==> src/rtl/lcr_pkg.sv <==
package lcr_pkg;

    // Converter and tare sequence configuration
    localparam int DATA_BITS     = 24;
    localparam int TARE_AVERAGES = 10;
    localparam int TARE_DISCARDS = 3;

    // Field widths
    localparam int RAW_W    = 24;
    localparam int DIFF_W   = RAW_W + 1;
    localparam int SCALE_W  = 32;
    localparam int WEIGHT_W = 57;
    localparam int GAIN_W   = 2;
    localparam int SUM_W    = 28;
    localparam int CNT_W    = $clog2(DATA_BITS + 1);
    localparam int TCNT_W   = $clog2(TARE_DISCARDS + TARE_AVERAGES + 1);

    // Configuration port
    localparam int CFG_W     = 32;
    localparam int CFG_IDX_W = 2;
    localparam logic [CFG_IDX_W-1:0] REG_GAIN_PULSES  = CFG_IDX_W'(0);
    localparam logic [CFG_IDX_W-1:0] REG_SCALE_FACTOR = CFG_IDX_W'(1);
    localparam logic [GAIN_W-1:0]    GAIN_RESET       = GAIN_W'(1);
    localparam logic [SCALE_W-1:0]   SCALE_RESET      = SCALE_W'(65536);

    // Stream widths
    localparam int S_FIELDS_W = 2;
    localparam int S_TDATA_W  = ((S_FIELDS_W + 7) / 8) * 8;
    localparam int M_FIELDS_W = 1 + RAW_W + WEIGHT_W + 1;
    localparam int M_TDATA_W  = ((M_FIELDS_W + 7) / 8) * 8;
    localparam int M_TUSER_W  = 1;

    // Reciprocal for the tare average: exact for magnitudes below 2**SUM_W.
    // Wide enough to hold 2**RECIP_SHIFT when a single sample is averaged.
    localparam int      RECIP_SHIFT = 31;
    localparam int      RECIP_W     = RECIP_SHIFT + 1;
    localparam longint  RECIP_L     = ((64'sd1 <<< RECIP_SHIFT) + TARE_AVERAGES - 1)
                                      / TARE_AVERAGES;
    localparam logic [RECIP_W-1:0] RECIP = RECIP_W'(RECIP_L);
    localparam int      PROD_W      = SUM_W + RECIP_W;

    // Readout sequencer phases
    typedef enum logic [2:0] {
        PH_WAIT = 3'b001,
        PH_DATA = 3'b010,
        PH_GAIN = 3'b100
    } phase_t;

    // Step result handed to the tare divider
    typedef struct packed {
        logic                    clock_level;
        logic                    sample_valid;
        logic signed [RAW_W-1:0] raw_sample;
        logic                    tare_busy;
        logic                    tare_done;
        logic                    sum_neg;
        logic [SUM_W-1:0]        sum_mag;
    } step_word_t;

    // Divider result handed to the weight stage
    typedef struct packed {
        logic                    clock_level;
        logic                    sample_valid;
        logic signed [RAW_W-1:0] raw_sample;
        logic                    tare_busy;
        logic                    tare_done;
        logic                    quot_neg;
        logic [RAW_W-1:0]        quot_mag;
    } div_word_t;

    // Final result word
    typedef struct packed {
        logic                       clock_level;
        logic                       sample_valid;
        logic signed [RAW_W-1:0]    raw_sample;
        logic signed [WEIGHT_W-1:0] weight;
        logic                       tare_busy;
    } out_word_t;

endpackage

==> src/rtl/lcr_weight.sv <==
module lcr_weight (
    input  logic                        aclk,
    input  logic                        aresetn,
    input  logic                        in_valid,
    output logic                        in_ready,
    input  lcr_pkg::div_word_t          in_word,
    input  logic [lcr_pkg::SCALE_W-1:0] scale_factor,
    output logic                        out_valid,
    input  logic                        out_ready,
    output lcr_pkg::out_word_t          out_word
);
    import lcr_pkg::*;

    // Tare offset and the difference stage
    logic signed [RAW_W-1:0]  offset_reg, offset_next;
    logic                     d_valid_reg;
    logic                     d_clock_reg;
    logic                     d_sv_reg;
    logic signed [RAW_W-1:0]  d_raw_reg;
    logic                     d_busy_reg;
    logic signed [DIFF_W-1:0] d_diff_reg, d_diff_next;
    logic                     d_ready;
    logic                     d_load;

    // Output stage
    logic       e_valid_reg;
    out_word_t  e_word_reg, e_word_next;
    logic       e_ready;
    logic       e_load;

    assign e_ready  = !e_valid_reg || out_ready;
    assign d_ready  = !d_valid_reg || e_ready;
    assign in_ready = d_ready;
    assign d_load   = in_valid && d_ready;
    assign e_load   = d_valid_reg && e_ready;

    // Apply a finished tare and take the offset-corrected count
    always_comb begin
        offset_next = offset_reg;
        if (in_word.tare_done) begin
            offset_next = in_word.quot_neg ? RAW_W'(-in_word.quot_mag)
                                           : RAW_W'(in_word.quot_mag);
        end
        d_diff_next = DIFF_W'(in_word.raw_sample) - DIFF_W'(offset_next);
    end

    // Scale to weight
    always_comb begin
        e_word_next.clock_level  = d_clock_reg;
        e_word_next.sample_valid = d_sv_reg;
        e_word_next.raw_sample   = d_raw_reg;
        e_word_next.weight       = WEIGHT_W'(d_diff_reg) * WEIGHT_W'(signed'(scale_factor));
        e_word_next.tare_busy    = d_busy_reg;
    end

    always_ff @(posedge aclk) begin
        if (!aresetn) begin
            offset_reg  <= '0;
            d_valid_reg <= 1'b0;
        end else begin
            if (d_ready) begin
                d_valid_reg <= in_valid;
            end
            if (d_load) begin
                offset_reg <= offset_next;
            end
        end
        if (d_load) begin
            d_clock_reg <= in_word.clock_level;
            d_sv_reg    <= in_word.sample_valid;
            d_raw_reg   <= in_word.raw_sample;
            d_busy_reg  <= in_word.tare_busy;
            d_diff_reg  <= d_diff_next;
        end
    end

    always_ff @(posedge aclk) begin
        if (!aresetn) begin
            e_valid_reg <= 1'b0;
        end else if (e_ready) begin
            e_valid_reg <= d_valid_reg;
        end
        if (e_load) begin
            e_word_reg <= e_word_next;
        end
    end

    assign out_valid = e_valid_reg;
    assign out_word  = e_word_reg;

endmodule

==> config.mk <==
export PLATFORM = sky130hd
export DESIGN_NAME = lcr_weight
export DESIGN_NICKNAME = d
export VERILOG_FILES = /design/src/rtl/lcr_pkg.sv /design/src/rtl/lcr_weight.sv
export SDC_FILE = /design/constraint.sdc
export NUM_CORES = 2
export LEC_CHECK = 0
export ABC_AREA = 1
export BUFFER_PORTS_ARGS = -buffer_cell sky130_fd_sc_hd__buf_2
export CAP_MARGIN = 20
export CORE_MARGIN = 2
export CORE_UTILIZATION = 60
export CTS_BUF_LIST = sky130_fd_sc_hd__clkbuf_2 sky130_fd_sc_hd__clkbuf_4 sky130_fd_sc_hd__clkbuf_8
export CTS_CLUSTER_DIAMETER = 80
export DETAILED_ROUTE_END_ITERATION = 7
export HOLD_SLACK_MARGIN = 0.1
export PLACE_DENSITY = 0.78
export RECOVER_POWER = 100
export REMOVE_ABC_BUFFERS = 1
export SLEW_MARGIN = 15
export SYNTH_ARGS = -nofsm -noshare
export SYNTH_HDL_FRONTEND = slang
export SYNTH_SLANG_ARGS = --single-unit
==> constraint.sdc <==
create_clock -name aclk -period 18.9 [get_ports aclk]
set_input_delay 1.89 -clock aclk [delete_from_list [all_inputs] [get_ports aclk]]
set_output_delay 1.89 -clock aclk [all_outputs]
set_load 0.05 [all_outputs]
# Word level (Yosys, flattened, before mapping)
# Cells that the tools add are included.
dict set report word_totals {
  elab_cells 24
  register_bits 162
  output_inout_bits 86
}
dict set report classes {
  n_mul 1
  addsub 2
  n_reduce_logical 6
  n_mux 2
}
# cell count
set ops {}
lappend ops {{25-bit by 32-bit multiplier with 57-bit output} 1}
lappend ops {{24-bit two-way mux} 2}
lappend ops {{24-bit by 24-bit subtractor with 25-bit output} 1}
lappend ops {{24-bit negator} 1}
lappend ops {{1-bit logical AND} 2}
lappend ops {{1-bit logical NOT} 2}
lappend ops {{1-bit logical OR} 2}

# Depth between registers and ports, before layout
dict set report logic_depth {
  ltp_word 4
  mapped_depth 31
}

# Worst setup path after synthesis
# OpenSTA, ideal clock, no wires.
dict set report synth_path {
  path_type {input to register}
  from {input port scale_factor[31] in the netlist's numbering}
  to {register e_word_reg, in the netlist out_word[53], data pin}
  n_path_buf 2
  t_required_ns 18.648
  t_arrival_ns 7.957
  stages 25
  path_slack_ns 10.691
  setup_ns 0.252
  path_cell_list {clkbuf_1 -> clkbuf_1 -> nand2_1 -> inv_1 -> fa_1 -> fa_1 -> inv_1 -> fa_1 -> inv_1 -> fa_1 -> inv_1 -> fa_1 -> inv_1 -> fa_1 -> fa_1 -> ha_1 -> nand2_1 -> inv_1 -> nand2_1 -> nor3_1 -> nand2_1 -> nor3_1 -> nand2_1 -> nand3_1 -> nand2_1}
}
# element line
set synth_lines {}
lappend synth_lines {{from (decl)} lcr_weight.sv:7} ;# input logic [lcr_pkg::SCALE_W-1:0] scale_factor,
lappend synth_lines {{to (signal assigned)} lcr_weight.sv:84} ;# e_word_reg <= e_word_next;
lappend synth_lines {{to (decl)} lcr_weight.sv:27} ;# out_word_t e_word_reg, e_word_next;

==> results.md <==
* leading cell type in the layout, fill and taps excluded: sky130_fd_sc_hd__inv_1
* width of the die: 255 µm
* number of diodes: 0
* TritonCTS clock tree: done
* headroom to the max-slew limit: -118%
* effective utilization at floorplan: 60.5%
* crit path DAT: 9.30 ns
* violations in the final reports: capacitance limit, slew limit
* Hold-fix buffers, CTS: 0
* post-detail-place hpwl: 82400 µm
* startpoint type of the worst setup path: primary input
* final hold viol count: 0
* accumulated negative setup slack: 0 ns
* Final setup violation count: 0
* average wire length per cell after detail routing: 17.8 µm
* main combinational cell family by area after synthesis: adder cells
* global route total overflow: 0
* share of the synthesized netlist area taken by xor and xnor gates: 1.62%
* warning count from the yosys run: 0
* Synth Area in Simple Gates: 18.3%
* sink count of the clock tree: 162
* HP Class: reg2reg
* Max Transition Viols Final: 187
* largest fanout on the critical path: 25
* area of the core: 0.0627 mm²
* register clock-pin slew on the reported worst setup and hold paths: 0.11 ns
* total CTS buffers: 17
* unrepaired setup endpoints after global routing: false
* area fraction in compound gates after synthesis: 2.70%
* post-synth cell types: 44
* antenna-violating nets left: 0
* post-synth top area cell: sky130_fd_sc_hd__fa_1
* routed wire length: 101000 µm
* row count: 92
* commonest cells after routing, fill and taps aside: sky130_fd_sc_hd__inv_1, sky130_fd_sc_hd__nand2_1, sky130_fd_sc_hd__fa_1
* weighted congestion at the end of routability-driven global placement: 0.994
* largest net degree at the start of global routing: 51
* detail-routed via count per cell: 5.25
* synthesized area divided by synthesized cell count: 7.98 µm²
* height of the die: 255 µm
* clock latency reported for the late side of the worst-skew pair: 0.53 ns
* mux cell area share after synthesis: 0.106%
* post-synthesis instance total: 4753
* number of antenna violations at the first check in global routing: 0
* number of flip-flops under the largest register name: 84
* setup bufs post-CTS: 0
* fmax: 111 MHz
* largest buffer count on any clock path: 2
* number of fillers in the final layout: 5466
* final critical delay including setup and external delays: 9.01 ns
* total die area: 0.0652 mm²
* post-route DRC violation count: 0
* area share of the leading cell type in the synthesized netlist: 43.3%
* count of maximum capacitance violations: 5
* synthesized flop and latch total: 162
* Net count, final: 5880
* biggest area contributors in the synthesized netlist: sky130_fd_sc_hd__fa_1, sky130_fd_sc_hd__inv_1, sky130_fd_sc_hd__nand2_1
* post-synthesis instance area: 0.0379 mm²
* ratio of cells with drive above 1 in the final layout: 3.25%
* port buffer count: 174
* clock skew after layout: 0.0272 ns
* share of synthesized area occupied by flip-flops and latches: 12.1%
* root buffer cell: sky130_fd_sc_hd__clkbuf_8
* final critical-path share of the clock period: 47.7%
* I/O pin total: 175
* Crit. End Element: flop
* post-synthesis adder-cell area fraction: 49.2%
* number of DRC markers in iteration 0: 2409
* Worst Path Class, Setup: in2reg
* quantity of gates resized following cts: 0
* number of H-tree levels: 4
* number of search-and-repair iterations in the first detailed-routing pass: 5
* required time of the critical path: 19.20 ns
* Global Route Usage Sum: 32.2%
* synthesis-to-finish area growth: 4.30%
* outcome: finished with violations
* first-pass GRT wire length: 164000 µm
* routed vias: 29700
* vias in the first global route: 31000
* slew at the pin closest to its max-slew limit: 3.27 ns
==> critical path, cell delays in order <==
cell and delay, ns:
sky130_fd_sc_hd__clkbuf_1 0.90, sky130_fd_sc_hd__nand2_1 0.23, sky130_fd_sc_hd__inv_1 0.19, sky130_fd_sc_hd__fa_1 0.55
sky130_fd_sc_hd__fa_1 0.73, sky130_fd_sc_hd__inv_1 0.24, sky130_fd_sc_hd__fa_1 0.74, sky130_fd_sc_hd__inv_1 0.27
sky130_fd_sc_hd__fa_1 0.57, sky130_fd_sc_hd__inv_1 0.05, sky130_fd_sc_hd__fa_1 0.53, sky130_fd_sc_hd__inv_1 0.05
sky130_fd_sc_hd__fa_1 0.49, sky130_fd_sc_hd__fa_1 0.43, sky130_fd_sc_hd__ha_1 0.41, sky130_fd_sc_hd__nand2_1 0.14
sky130_fd_sc_hd__inv_1 0.07, sky130_fd_sc_hd__nand2_1 0.07, sky130_fd_sc_hd__nor3_1 0.22, sky130_fd_sc_hd__nand2_1 0.11
sky130_fd_sc_hd__nor3_1 0.15, sky130_fd_sc_hd__nand2_1 0.10, sky130_fd_sc_hd__nand3_1 0.10, sky130_fd_sc_hd__nand2_1 0.06
==> through the flow <==
stage / setup WS, ns / instances / hold slack (ns) / util (%) / area [µm²]
after floorplan: 11.09 / 4569 / 0.400 / - / 37200
after global placement: 10.13 / 5618 / 0.400 / 62.8 / 39400
after detailed placement: 9.95 / 5618 / 0.405 / 62.8 / 39400
after CTS: 10.52 / 5650 / 0.417 / 63.4 / 39800
after global routing: 9.40 / 5650 / 0.429 / 63.1 / 39600
final: 9.89 / 5650 / 0.422 / 63.1 / 39600
==> layer usage <==
metal	share of wire [%]	wire length (µm)	up-vias	track usage [%]
met4	3.3	3350	0	11.0
li1	-	-	13500	-
met3	8.5	8570	217	5.46
met2	49	49300	1328	54.6
met1	39	39500	14600	42.2
met5	0	0	-	0
==> worst paths after layout <==
path,startpoint,to,slack (ns),depth (start not counted)
setup / recovery,scale_factor[31],out_word[53],9.89,24
hold / removal,d_raw_reg[5],out_word[63],0.42,0
setup reg to reg,d_diff_reg[10],out_word[40],11.39,21
hold reg to reg,d_raw_reg[5],out_word[63],0.42,0
==> cell usage after synthesis, drive strengths merged <==
| master | instances |
|---|---|
| nor3b | 1 |
| a211oi | 2 |
| xor2 | 60 |
| o211ai | 7 |
| clkbuf | 177 |
| or3 | 1 |
| and3 | 1 |
| o21bai | 14 |
| and2 | 11 |
| a21oi | 93 |
| a21boi | 5 |
| ha | 180 |
| nand2 | 1330 |
| xnor2 | 10 |
| fa | 820 |
| or2 | 7 |
| a21o | 5 |
| nand4 | 23 |
| nor3 | 17 |
| nor2 | 218 |
| buf | 7 |
| dfxtp | 26 |
| inv | 1415 |
| mux2i | 4 |
| edfxtp | 136 |
| o21ai | 54 |
| nor4 | 2 |
| nand3b | 5 |
| a31oi | 1 |
| nand3 | 112 |
| clkinv | 5 |
| o21a | 4 |
==> logic make-up after synthesis <==
| logic type | count (synthesis) |
|---|---|
| DFF | 162 |
| AOI/OAI and AO/OA | 185 |
| buffers and inverters | 1604 |
| adders and majority gates | 1000 |
| and+or+nand+nor | 1728 |
| muxes | 4 |
| xor gates and xnor gates | 70 |
==> final cells by class <==
class / instances / area (µm²) / area share, %
repair buffers: 203 / 932 / 2.36
flip-flops and latches: 162 / 4600 / 11.6
inverters: 1420 / 5330 / 13.5
clock buffers: 17 / 234 / 0.591
clock inverters: 15 / 170 / 0.430
well taps: 846 / 1060 / 2.68
multi-input cells: 2987 / 27200 / 68.8
Power is not shown: default switching activity piles up to over one toggle a cycle in this logic, so the estimate is an artifact.
