==> src/rtl/lcr_pkg.sv <==
package lcr_pkg;

    // Converter and tare sequence configuration
    localparam int DATA_BITS     = 24;
    localparam int TARE_AVERAGES = 10;
    localparam int TARE_DISCARDS = 3;

    // Field widths
    localparam int RAW_W    = 24;
    localparam int DIFF_W   = RAW_W + 1;
    localparam int SCALE_W  = 32;
    localparam int WEIGHT_W = 57;
    localparam int GAIN_W   = 2;
    localparam int SUM_W    = 28;
    localparam int CNT_W    = $clog2(DATA_BITS + 1);
    localparam int TCNT_W   = $clog2(TARE_DISCARDS + TARE_AVERAGES + 1);

    // Configuration port
    localparam int CFG_W     = 32;
    localparam int CFG_IDX_W = 2;
    localparam logic [CFG_IDX_W-1:0] REG_GAIN_PULSES  = CFG_IDX_W'(0);
    localparam logic [CFG_IDX_W-1:0] REG_SCALE_FACTOR = CFG_IDX_W'(1);
    localparam logic [GAIN_W-1:0]    GAIN_RESET       = GAIN_W'(1);
    localparam logic [SCALE_W-1:0]   SCALE_RESET      = SCALE_W'(65536);

    // Stream widths
    localparam int S_FIELDS_W = 2;
    localparam int S_TDATA_W  = ((S_FIELDS_W + 7) / 8) * 8;
    localparam int M_FIELDS_W = 1 + RAW_W + WEIGHT_W + 1;
    localparam int M_TDATA_W  = ((M_FIELDS_W + 7) / 8) * 8;
    localparam int M_TUSER_W  = 1;

    // Reciprocal for the tare average: exact for magnitudes below 2**SUM_W.
    // Wide enough to hold 2**RECIP_SHIFT when a single sample is averaged.
    localparam int      RECIP_SHIFT = 31;
    localparam int      RECIP_W     = RECIP_SHIFT + 1;
    localparam longint  RECIP_L     = ((64'sd1 <<< RECIP_SHIFT) + TARE_AVERAGES - 1)
                                      / TARE_AVERAGES;
    localparam logic [RECIP_W-1:0] RECIP = RECIP_W'(RECIP_L);
    localparam int      PROD_W      = SUM_W + RECIP_W;

    // Readout sequencer phases
    typedef enum logic [2:0] {
        PH_WAIT = 3'b001,
        PH_DATA = 3'b010,
        PH_GAIN = 3'b100
    } phase_t;

    // Step result handed to the tare divider
    typedef struct packed {
        logic                    clock_level;
        logic                    sample_valid;
        logic signed [RAW_W-1:0] raw_sample;
        logic                    tare_busy;
        logic                    tare_done;
        logic                    sum_neg;
        logic [SUM_W-1:0]        sum_mag;
    } step_word_t;

    // Divider result handed to the weight stage
    typedef struct packed {
        logic                    clock_level;
        logic                    sample_valid;
        logic signed [RAW_W-1:0] raw_sample;
        logic                    tare_busy;
        logic                    tare_done;
        logic                    quot_neg;
        logic [RAW_W-1:0]        quot_mag;
    } div_word_t;

    // Final result word
    typedef struct packed {
        logic                       clock_level;
        logic                       sample_valid;
        logic signed [RAW_W-1:0]    raw_sample;
        logic signed [WEIGHT_W-1:0] weight;
        logic                       tare_busy;
    } out_word_t;

endpackage

==> src/rtl/lcr_step.sv <==
module lcr_step (
    input  logic                       aclk,
    input  logic                       aresetn,
    input  logic                       in_valid,
    output logic                       in_ready,
    input  logic                       dout_level,
    input  logic                       tare_request,
    input  logic [lcr_pkg::GAIN_W-1:0] gain_pulses,
    output logic                       out_valid,
    input  logic                       out_ready,
    output lcr_pkg::step_word_t        out_word
);
    import lcr_pkg::*;

    localparam logic signed [32:0] RAW_MAX = 33'sd8388607;
    localparam logic signed [32:0] RAW_MIN = -33'sd8388608;

    // Input register
    logic a_valid_reg;
    logic a_dout_reg;
    logic a_treq_reg;
    logic a_ready;
    logic step_go;

    // Conversion and tare state
    phase_t                  phase_reg, phase_next;
    logic [CNT_W-1:0]        cnt_reg, cnt_next;
    logic [DATA_BITS-1:0]    shift_reg, shift_next;
    logic                    clock_reg, clock_next;
    logic [TCNT_W-1:0]       tcnt_reg, tcnt_next;
    logic signed [SUM_W-1:0] sum_reg, sum_next;
    logic                    active_reg, active_next;
    logic signed [RAW_W-1:0] raw_reg, raw_next;

    // Result register
    logic       b_valid_reg;
    step_word_t b_word_reg, b_word_next;

    logic                    sample_done;
    logic                    tare_done;
    logic signed [SUM_W-1:0] final_sum;
    logic [CNT_W-1:0]        cnt_inc;
    logic [CNT_W-1:0]        target;
    logic [TCNT_W-1:0]       tcnt_inc;
    logic signed [32:0]      ext_value;
    logic signed [RAW_W-1:0] finished;
    logic b_ready;

    assign b_ready  = !b_valid_reg || out_ready;
    assign a_ready  = !a_valid_reg || b_ready;
    assign in_ready = a_ready;
    assign step_go  = a_valid_reg && b_ready;

    assign cnt_inc  = cnt_reg + 1'b1;
    assign tcnt_inc = tcnt_reg + 1'b1;
    assign target   = (gain_pulses == '0) ? CNT_W'(1) : CNT_W'(gain_pulses);

    // Sign-extend the shifted value and clamp to the raw range
    always_comb begin
        ext_value = 33'(signed'(shift_reg));
        if (ext_value > RAW_MAX) begin
            finished = RAW_MAX[RAW_W-1:0];
        end else if (ext_value < RAW_MIN) begin
            finished = RAW_MIN[RAW_W-1:0];
        end else begin
            finished = ext_value[RAW_W-1:0];
        end
    end

    // Advance the readout sequencer and the tare sequence by one tick
    always_comb begin
        phase_next  = phase_reg;
        cnt_next    = cnt_reg;
        shift_next  = shift_reg;
        clock_next  = clock_reg;
        tcnt_next   = tcnt_reg;
        sum_next    = sum_reg;
        active_next = active_reg;
        raw_next    = raw_reg;
        sample_done = 1'b0;
        tare_done   = 1'b0;
        final_sum   = sum_reg;

        case (phase_reg)
            PH_WAIT: begin
                if (!a_dout_reg) begin
                    clock_next = 1'b1;
                    cnt_next   = '0;
                    shift_next = '0;
                    phase_next = PH_DATA;
                end else begin
                    clock_next = 1'b0;
                end
            end
            PH_DATA: begin
                if (clock_reg) begin
                    shift_next = {shift_reg[DATA_BITS-2:0], a_dout_reg};
                    clock_next = 1'b0;
                    cnt_next   = cnt_inc;
                    if (cnt_inc >= CNT_W'(DATA_BITS)) begin
                        cnt_next   = '0;
                        phase_next = PH_GAIN;
                    end
                end else begin
                    clock_next = 1'b1;
                end
            end
            PH_GAIN: begin
                if (clock_reg) begin
                    clock_next = 1'b0;
                    cnt_next   = cnt_inc;
                    if (cnt_inc >= target) begin
                        raw_next    = finished;
                        sample_done = 1'b1;
                        cnt_next    = '0;
                        phase_next  = PH_WAIT;
                    end
                end else begin
                    clock_next = 1'b1;
                end
            end
            default: begin
                phase_next = PH_WAIT;
                clock_next = 1'b0;
                cnt_next   = '0;
            end
        endcase

        // Count a finished sample toward a running tare
        if (sample_done && active_reg) begin
            if (tcnt_reg >= TCNT_W'(TARE_DISCARDS)) begin
                sum_next = sum_reg + SUM_W'(raw_next);
            end
            tcnt_next = tcnt_inc;
            if (tcnt_inc >= TCNT_W'(TARE_DISCARDS + TARE_AVERAGES)) begin
                tare_done   = 1'b1;
                final_sum   = sum_next;
                active_next = 1'b0;
            end
        end

        // Start a new tare when none is running
        if (a_treq_reg && !active_next) begin
            active_next = 1'b1;
            tcnt_next   = '0;
            sum_next    = '0;
        end

        b_word_next.clock_level  = clock_next;
        b_word_next.sample_valid = sample_done;
        b_word_next.raw_sample   = raw_next;
        b_word_next.tare_busy    = active_next;
        b_word_next.tare_done    = tare_done;
        b_word_next.sum_neg      = final_sum[SUM_W-1];
        b_word_next.sum_mag      = final_sum[SUM_W-1] ? SUM_W'(-final_sum)
                                                      : SUM_W'(final_sum);
    end

    // Capture the input word
    always_ff @(posedge aclk) begin
        if (!aresetn) begin
            a_valid_reg <= 1'b0;
        end else if (a_ready) begin
            a_valid_reg <= in_valid;
        end
        if (a_ready && in_valid) begin
            a_dout_reg <= dout_level;
            a_treq_reg <= tare_request;
        end
    end

    // Update state when a word leaves the input register
    always_ff @(posedge aclk) begin
        if (!aresetn) begin
            phase_reg  <= PH_WAIT;
            cnt_reg    <= '0;
            shift_reg  <= '0;
            clock_reg  <= 1'b0;
            tcnt_reg   <= '0;
            sum_reg    <= '0;
            active_reg <= 1'b0;
            raw_reg    <= '0;
        end else if (step_go) begin
            phase_reg  <= phase_next;
            cnt_reg    <= cnt_next;
            shift_reg  <= shift_next;
            clock_reg  <= clock_next;
            tcnt_reg   <= tcnt_next;
            sum_reg    <= sum_next;
            active_reg <= active_next;
            raw_reg    <= raw_next;
        end
    end

    // Hold the step result
    always_ff @(posedge aclk) begin
        if (!aresetn) begin
            b_valid_reg <= 1'b0;
        end else if (b_ready) begin
            b_valid_reg <= a_valid_reg;
        end
        if (step_go) begin
            b_word_reg <= b_word_next;
        end
    end

    assign out_valid = b_valid_reg;
    assign out_word  = b_word_reg;

endmodule

==> config.mk <==
export PLATFORM = sky130hd
export DESIGN_NAME = lcr_step
export DESIGN_NICKNAME = d
export VERILOG_FILES = /design/src/rtl/lcr_pkg.sv /design/src/rtl/lcr_step.sv
export SDC_FILE = /design/constraint.sdc
export NUM_CORES = 1
export LEC_CHECK = 0
export BUFFER_PORTS_ARGS = -buffer_cell sky130_fd_sc_hd__buf_2
export CORE_ASPECT_RATIO = 1.2
export CORE_UTILIZATION = 50
export DETAILED_ROUTE_END_ITERATION = 8
export PLACE_DENSITY = 0.78
export SYNTH_ARGS = -nofsm -noshare
export SYNTH_HDL_FRONTEND = slang
export SYNTH_SLANG_ARGS = --single-unit
==> constraint.sdc <==
create_clock -name aclk -period 13.4 [get_ports aclk]
set_input_delay 2.68 -clock aclk [delete_from_list [all_inputs] [get_ports aclk]]
set_output_delay 2.68 -clock aclk [all_outputs]
set_load 0.05 [all_outputs]
=== Yosys cells after proc, flatten, opt, wreduce, memory -nomap -nowiden ===
Cells that the tools add are included.

* Output and inout bits: 59
* Input port bits: 8
* Flip-flop bits (word level): 151
* Word-level logic and storage cells: 94

* Reduce and logical (&&, ||, !) cells: 17
* $lt $le $gt $ge: 6
* $add $sub $neg: 4
* Eq/ne operators: 8
* Mux-type cells: 39

{| class="wikitable"
|+ Operators by type and width
! kind !! number
|-
| $mux 24 || 7
|-
| $mux 28 || 5
|-
| $pmux 24 s2 || 1
|-
| $add 28x24->28 || 1
|-
| $neg 28->28 || 1
|-
| $mux 27 || 1
|-
| $mux 5 || 5
|-
| $gt 24x24->1 const B || 1
|-
| $lt 24x24->1 const B || 1
|-
| $mux 3 || 5
|-
| $pmux 5 s3 || 1
|-
| $ne 2x2->1 const B || 5
|-
| $mux 1 || 9
|-
| $pmux 3 s3 || 1
|-
| $mux 4 || 2
|-
| $reduce_and 4->1 || 2
|-
| $reduce_and 6->1 || 1
|-
| $add 5x1->5 const B || 1
|-
| $ge 5x2->1 || 1
|-
| $ge 5x5->1 const B || 1
|-
| $add 4x1->4 const B || 1
|-
| $ge 4x2->1 const B || 1
|-
| $ge 4x4->1 const B || 1
|-
| $logic_and 1x1->1 || 4
|-
| other kinds (11) || 15
|}

=== Longest topological paths before layout ===
* Depth after elaboration: 12
* Mapped depth: 23

=== Worst setup path after synthesis ===
No wires, ideal clock.

* Kind: input -> register
* Start: input port gain_pulses[0] in the netlist's numbering
* End: register b_word_reg, in the netlist out_word[23] (data pin)
* Setup time: 0.270 ns
* Data arrival time: 7.463 ns
* Cell stages on the path: 21
* Setup slack: 5.667 ns
* Path through: nand2b_1 ha_1 nand2b_1 a211oi_1 and3_1 nor2_1 clkbuf_1 clkbuf_1 mux2_2 ha_1 fa_1 a211oi_1 o211ai_1 a31oi_1 o21bai_1 xnor2_1 mux2_2 nor3_1 nand3_4 o41ai_2 xor2_1

{| class="wikitable"
|+ RTL lines
! element !! line !! source
|-
| from (decl) || lcr_step.sv:8 || <nowiki>input logic [lcr_pkg::GAIN_W-1:0] gain_pulses,</nowiki>
|-
| to (signal assigned) || lcr_step.sv:203 || <nowiki>b_word_reg <= b_word_next;</nowiki>
|-
| to (decl) || lcr_step.sv:37 || <nowiki>step_word_t b_word_reg, b_word_next;</nowiki>
|}

==> impl_metrics.toml <==
[outcome]
run_status = "finished clean"

[finish]
area_growth_pct = 12.3
num-fill-cells = 1408
layout-drive-gt1-share = 0.146
num_antenna_cells = 0
largest_reg_flops = 57
nets = 1000

[global_routing]
grt_remaining_overflow = 0
grt_most_used_layer = "met2"
grtUsageMet3 = 0.0364
grtUsageTotal = 0.225
grt_pass1_vias = 6356
antenna_found_initial = 0
grt_max_degree = 93
grt_pass1_wl_um = 31000
use_met2 = 0.373
use_met1 = 0.292

[worst_setup_path]
critPathArrivalTime_ps = 7790
startpoint_type = "primary input"
path_max_fanout = 29
cp-end-kind = "register"
worstPathRequired_ps = 13560
crit_type = "in -> reg"

[clock_network]
clk-insertion-delay-late_ps = 430
cts_resized = 0
h-tree-depth = 4
cts_setup_buffers = 0
clk_pin_slew_worst_paths_ps = 60
root_buffer = "clkbuf_16"
cts_hold_buf = 0
clock_path_buffers = 2
cts_tree = "yes"
numClockSinks = 151
numCtsBuffers = 17

[routing]
antenna_left = 0
num_vias = 6809
drcViolationCount = 0
vias_per_cell = 5.76
dr.pass1.iters = 5
wl_per_cell_um = 15.9
dr.first_iter.drc_count = 556
wirelength_um = 18800

[sta]
finalSetupViolCount = 0
tns_ps = 0
rsz0062_at_grt = "no"
max_freq_mhz = 131
hold_viol = 0
layout_worst_path_cycle_share = 0.570
drv_slew = 0
timing.hold.ws_ps = 464
tightest_slew_ps = 1020
final.min_clock_period_ps = 7630
finalClockSkew_ps = 12.9
relSlewSlack = 0.317

[logic_synthesis]
syn_avg_cell_area_um2 = 9.38
synth_top_area_share = 0.217
syn-num-nets = 948
yosys_most_used_dff = "dfxtp_1"
synth_cells = 906
seq_area_frac_synth = 0.425
synth_edf_count = 59
netlist_area_um2 = 8500
ys_warn_count = 0
async_flop_share = 0
netlist_top_cells_area = "dfxtp_1 (22%), edfxtp_1 (21%), nand2_1 (5.8%), ha_1 (4.9%), a21boi_0 (4.6%)"
yosys.cell_types.count = 64
synth_top_area_cell = "dfxtp_1"
ys_seq_elements = 151

[floorplan]
num_rows = 51
core-area_um2 = 16400
start_util = 0.518
dieArea_um2 = 17500
fp.dieH_um = 145
die_x_um = 121
io_pins = 67

[power_and_ir_drop]
p_leak_nw = 3.53
p_per_area_nw_per_um2 = 105
ir_worst_vdd_mv = 0.0836

[placement]
io_buffers = 66
place_hpwl_um = 13000
routabilityCongestion = 0.913

[run]
cap_violations = 0

[min_path]
holdCritPathClass = "reg -> reg"
-- where the power goes --
part / switching, mW / internal [mW] / total (mW)
Combinational: 0.0531 / 0.0156 / 0.0687
Sequential: 0.00442 / 0.487 / 0.491
Clock: 0.179 / 0.262 / 0.442
-- cells in the final DEF, fill, tap and decap left out, types with 33 or more instances in the layout --
cell type	synthesis	final
nor2b_1	40	40
edfxtp_1	59	59
a21boi_0	52	52
nand3_1	38	38
ha_1	33	33
a21oi_1	43	43
nor2_1	39	37
o21ai_0	36	36
nand2_1	132	132
buf_2	5	66
dfxtp_1	92	92
-- logic make-up after synthesis --
| family | after synthesis | synth area share |
|---|---|---|
| simple gates | 322 | 0.187 |
| mux | 48 | 0.0602 |
| fa+ha+maj | 34 | 0.0510 |
| compound gates | 236 | 0.192 |
| buf+inv | 65 | 0.0321 |
| xor+xnor | 50 | 0.0515 |
| flops | 151 | 0.425 |
-- synth_stat cells, types with 8 or more instances --
cell and count:
mux2_2 25, nor3_1 16, nand2_1 132, edfxtp_1 59, mux2i_1 23, inv_1 21
nor2b_1 40, nor2_1 39, xor2_1 22, a21o_1 8, xnor2_1 28, a21oi_1 43
o21ai_0 36, dfxtp_1 92, a22oi_1 27, clkbuf_1 36, ha_1 33, a21boi_0 52
nand3_1 38, a31oi_1 13
-- worst max-delay path, cell delays in order --
cell and delay (ps):
buf_2 90, nand2b_1 140, ha_1 260, nand2b_1 140, a211oi_1 230, and3_1 260, nor2_2 50, buf_4 250
mux2_2 340, ha_1 230, fa_1 410, a211oi_1 390, o211ai_1 260, a21oi_1 280, nor4b_1 110, nor3_1 300
a31oi_1 190, nor3_1 490, nand3_4 160, o41ai_2 410, xor2_1 110
-- layer usage --
| layer | wire length [um] | up-vias | share of wire |
|---|---|---|---|
| met5 | 0 | - | 0 |
| met4 | 419 | 0 | 0.022 |
| met3 | 993 | 33 | 0.053 |
| met2 | 8940 | 207 | 0.48 |
| met1 | 8410 | 3185 | 0.45 |
| li1 | - | 3384 | - |
-- path summary, 6_finish.rpt --
| path | from | end | slack (ps) | depth (start not counted) |
|---|---|---|---|---|
| min | raw_reg[7] | raw_reg[7] | 460 | 2 |
| max reg2reg | cnt_reg[0] | out_word[23] | 7670 | 19 |
| min reg2reg | raw_reg[7] | raw_reg[7] | 460 | 2 |
| max | gain_pulses[0] | out_word[23] | 5770 | 21 |
-- through the flow --
stage                util  setup WS [ps]  power, mW  cells  cell area [um2]
floorplan               -           5670      0.554    906             8500
global placement    0.548           5520      0.569   1151             8990
detailed placement  0.548           5390      0.570   1151             8990
CTS                 0.582           5790       1.01   1183             9540
global route        0.582           5270       1.03   1183             9540
finish              0.582           5770       1.00   1183             9540
-- area by class of cell --
cell class	instances	area (um2)	area share
clock inverters	6	41.3	0.00433
flip-flops and latches	151	3610	0.379
clock buffers	26	510	0.0535
multi-input cells	690	4620	0.484
inverters	21	80.1	0.00839
repair buffers	77	413	0.0433
well taps	212	265	0.0278
(Power assumes the default switching activity.)
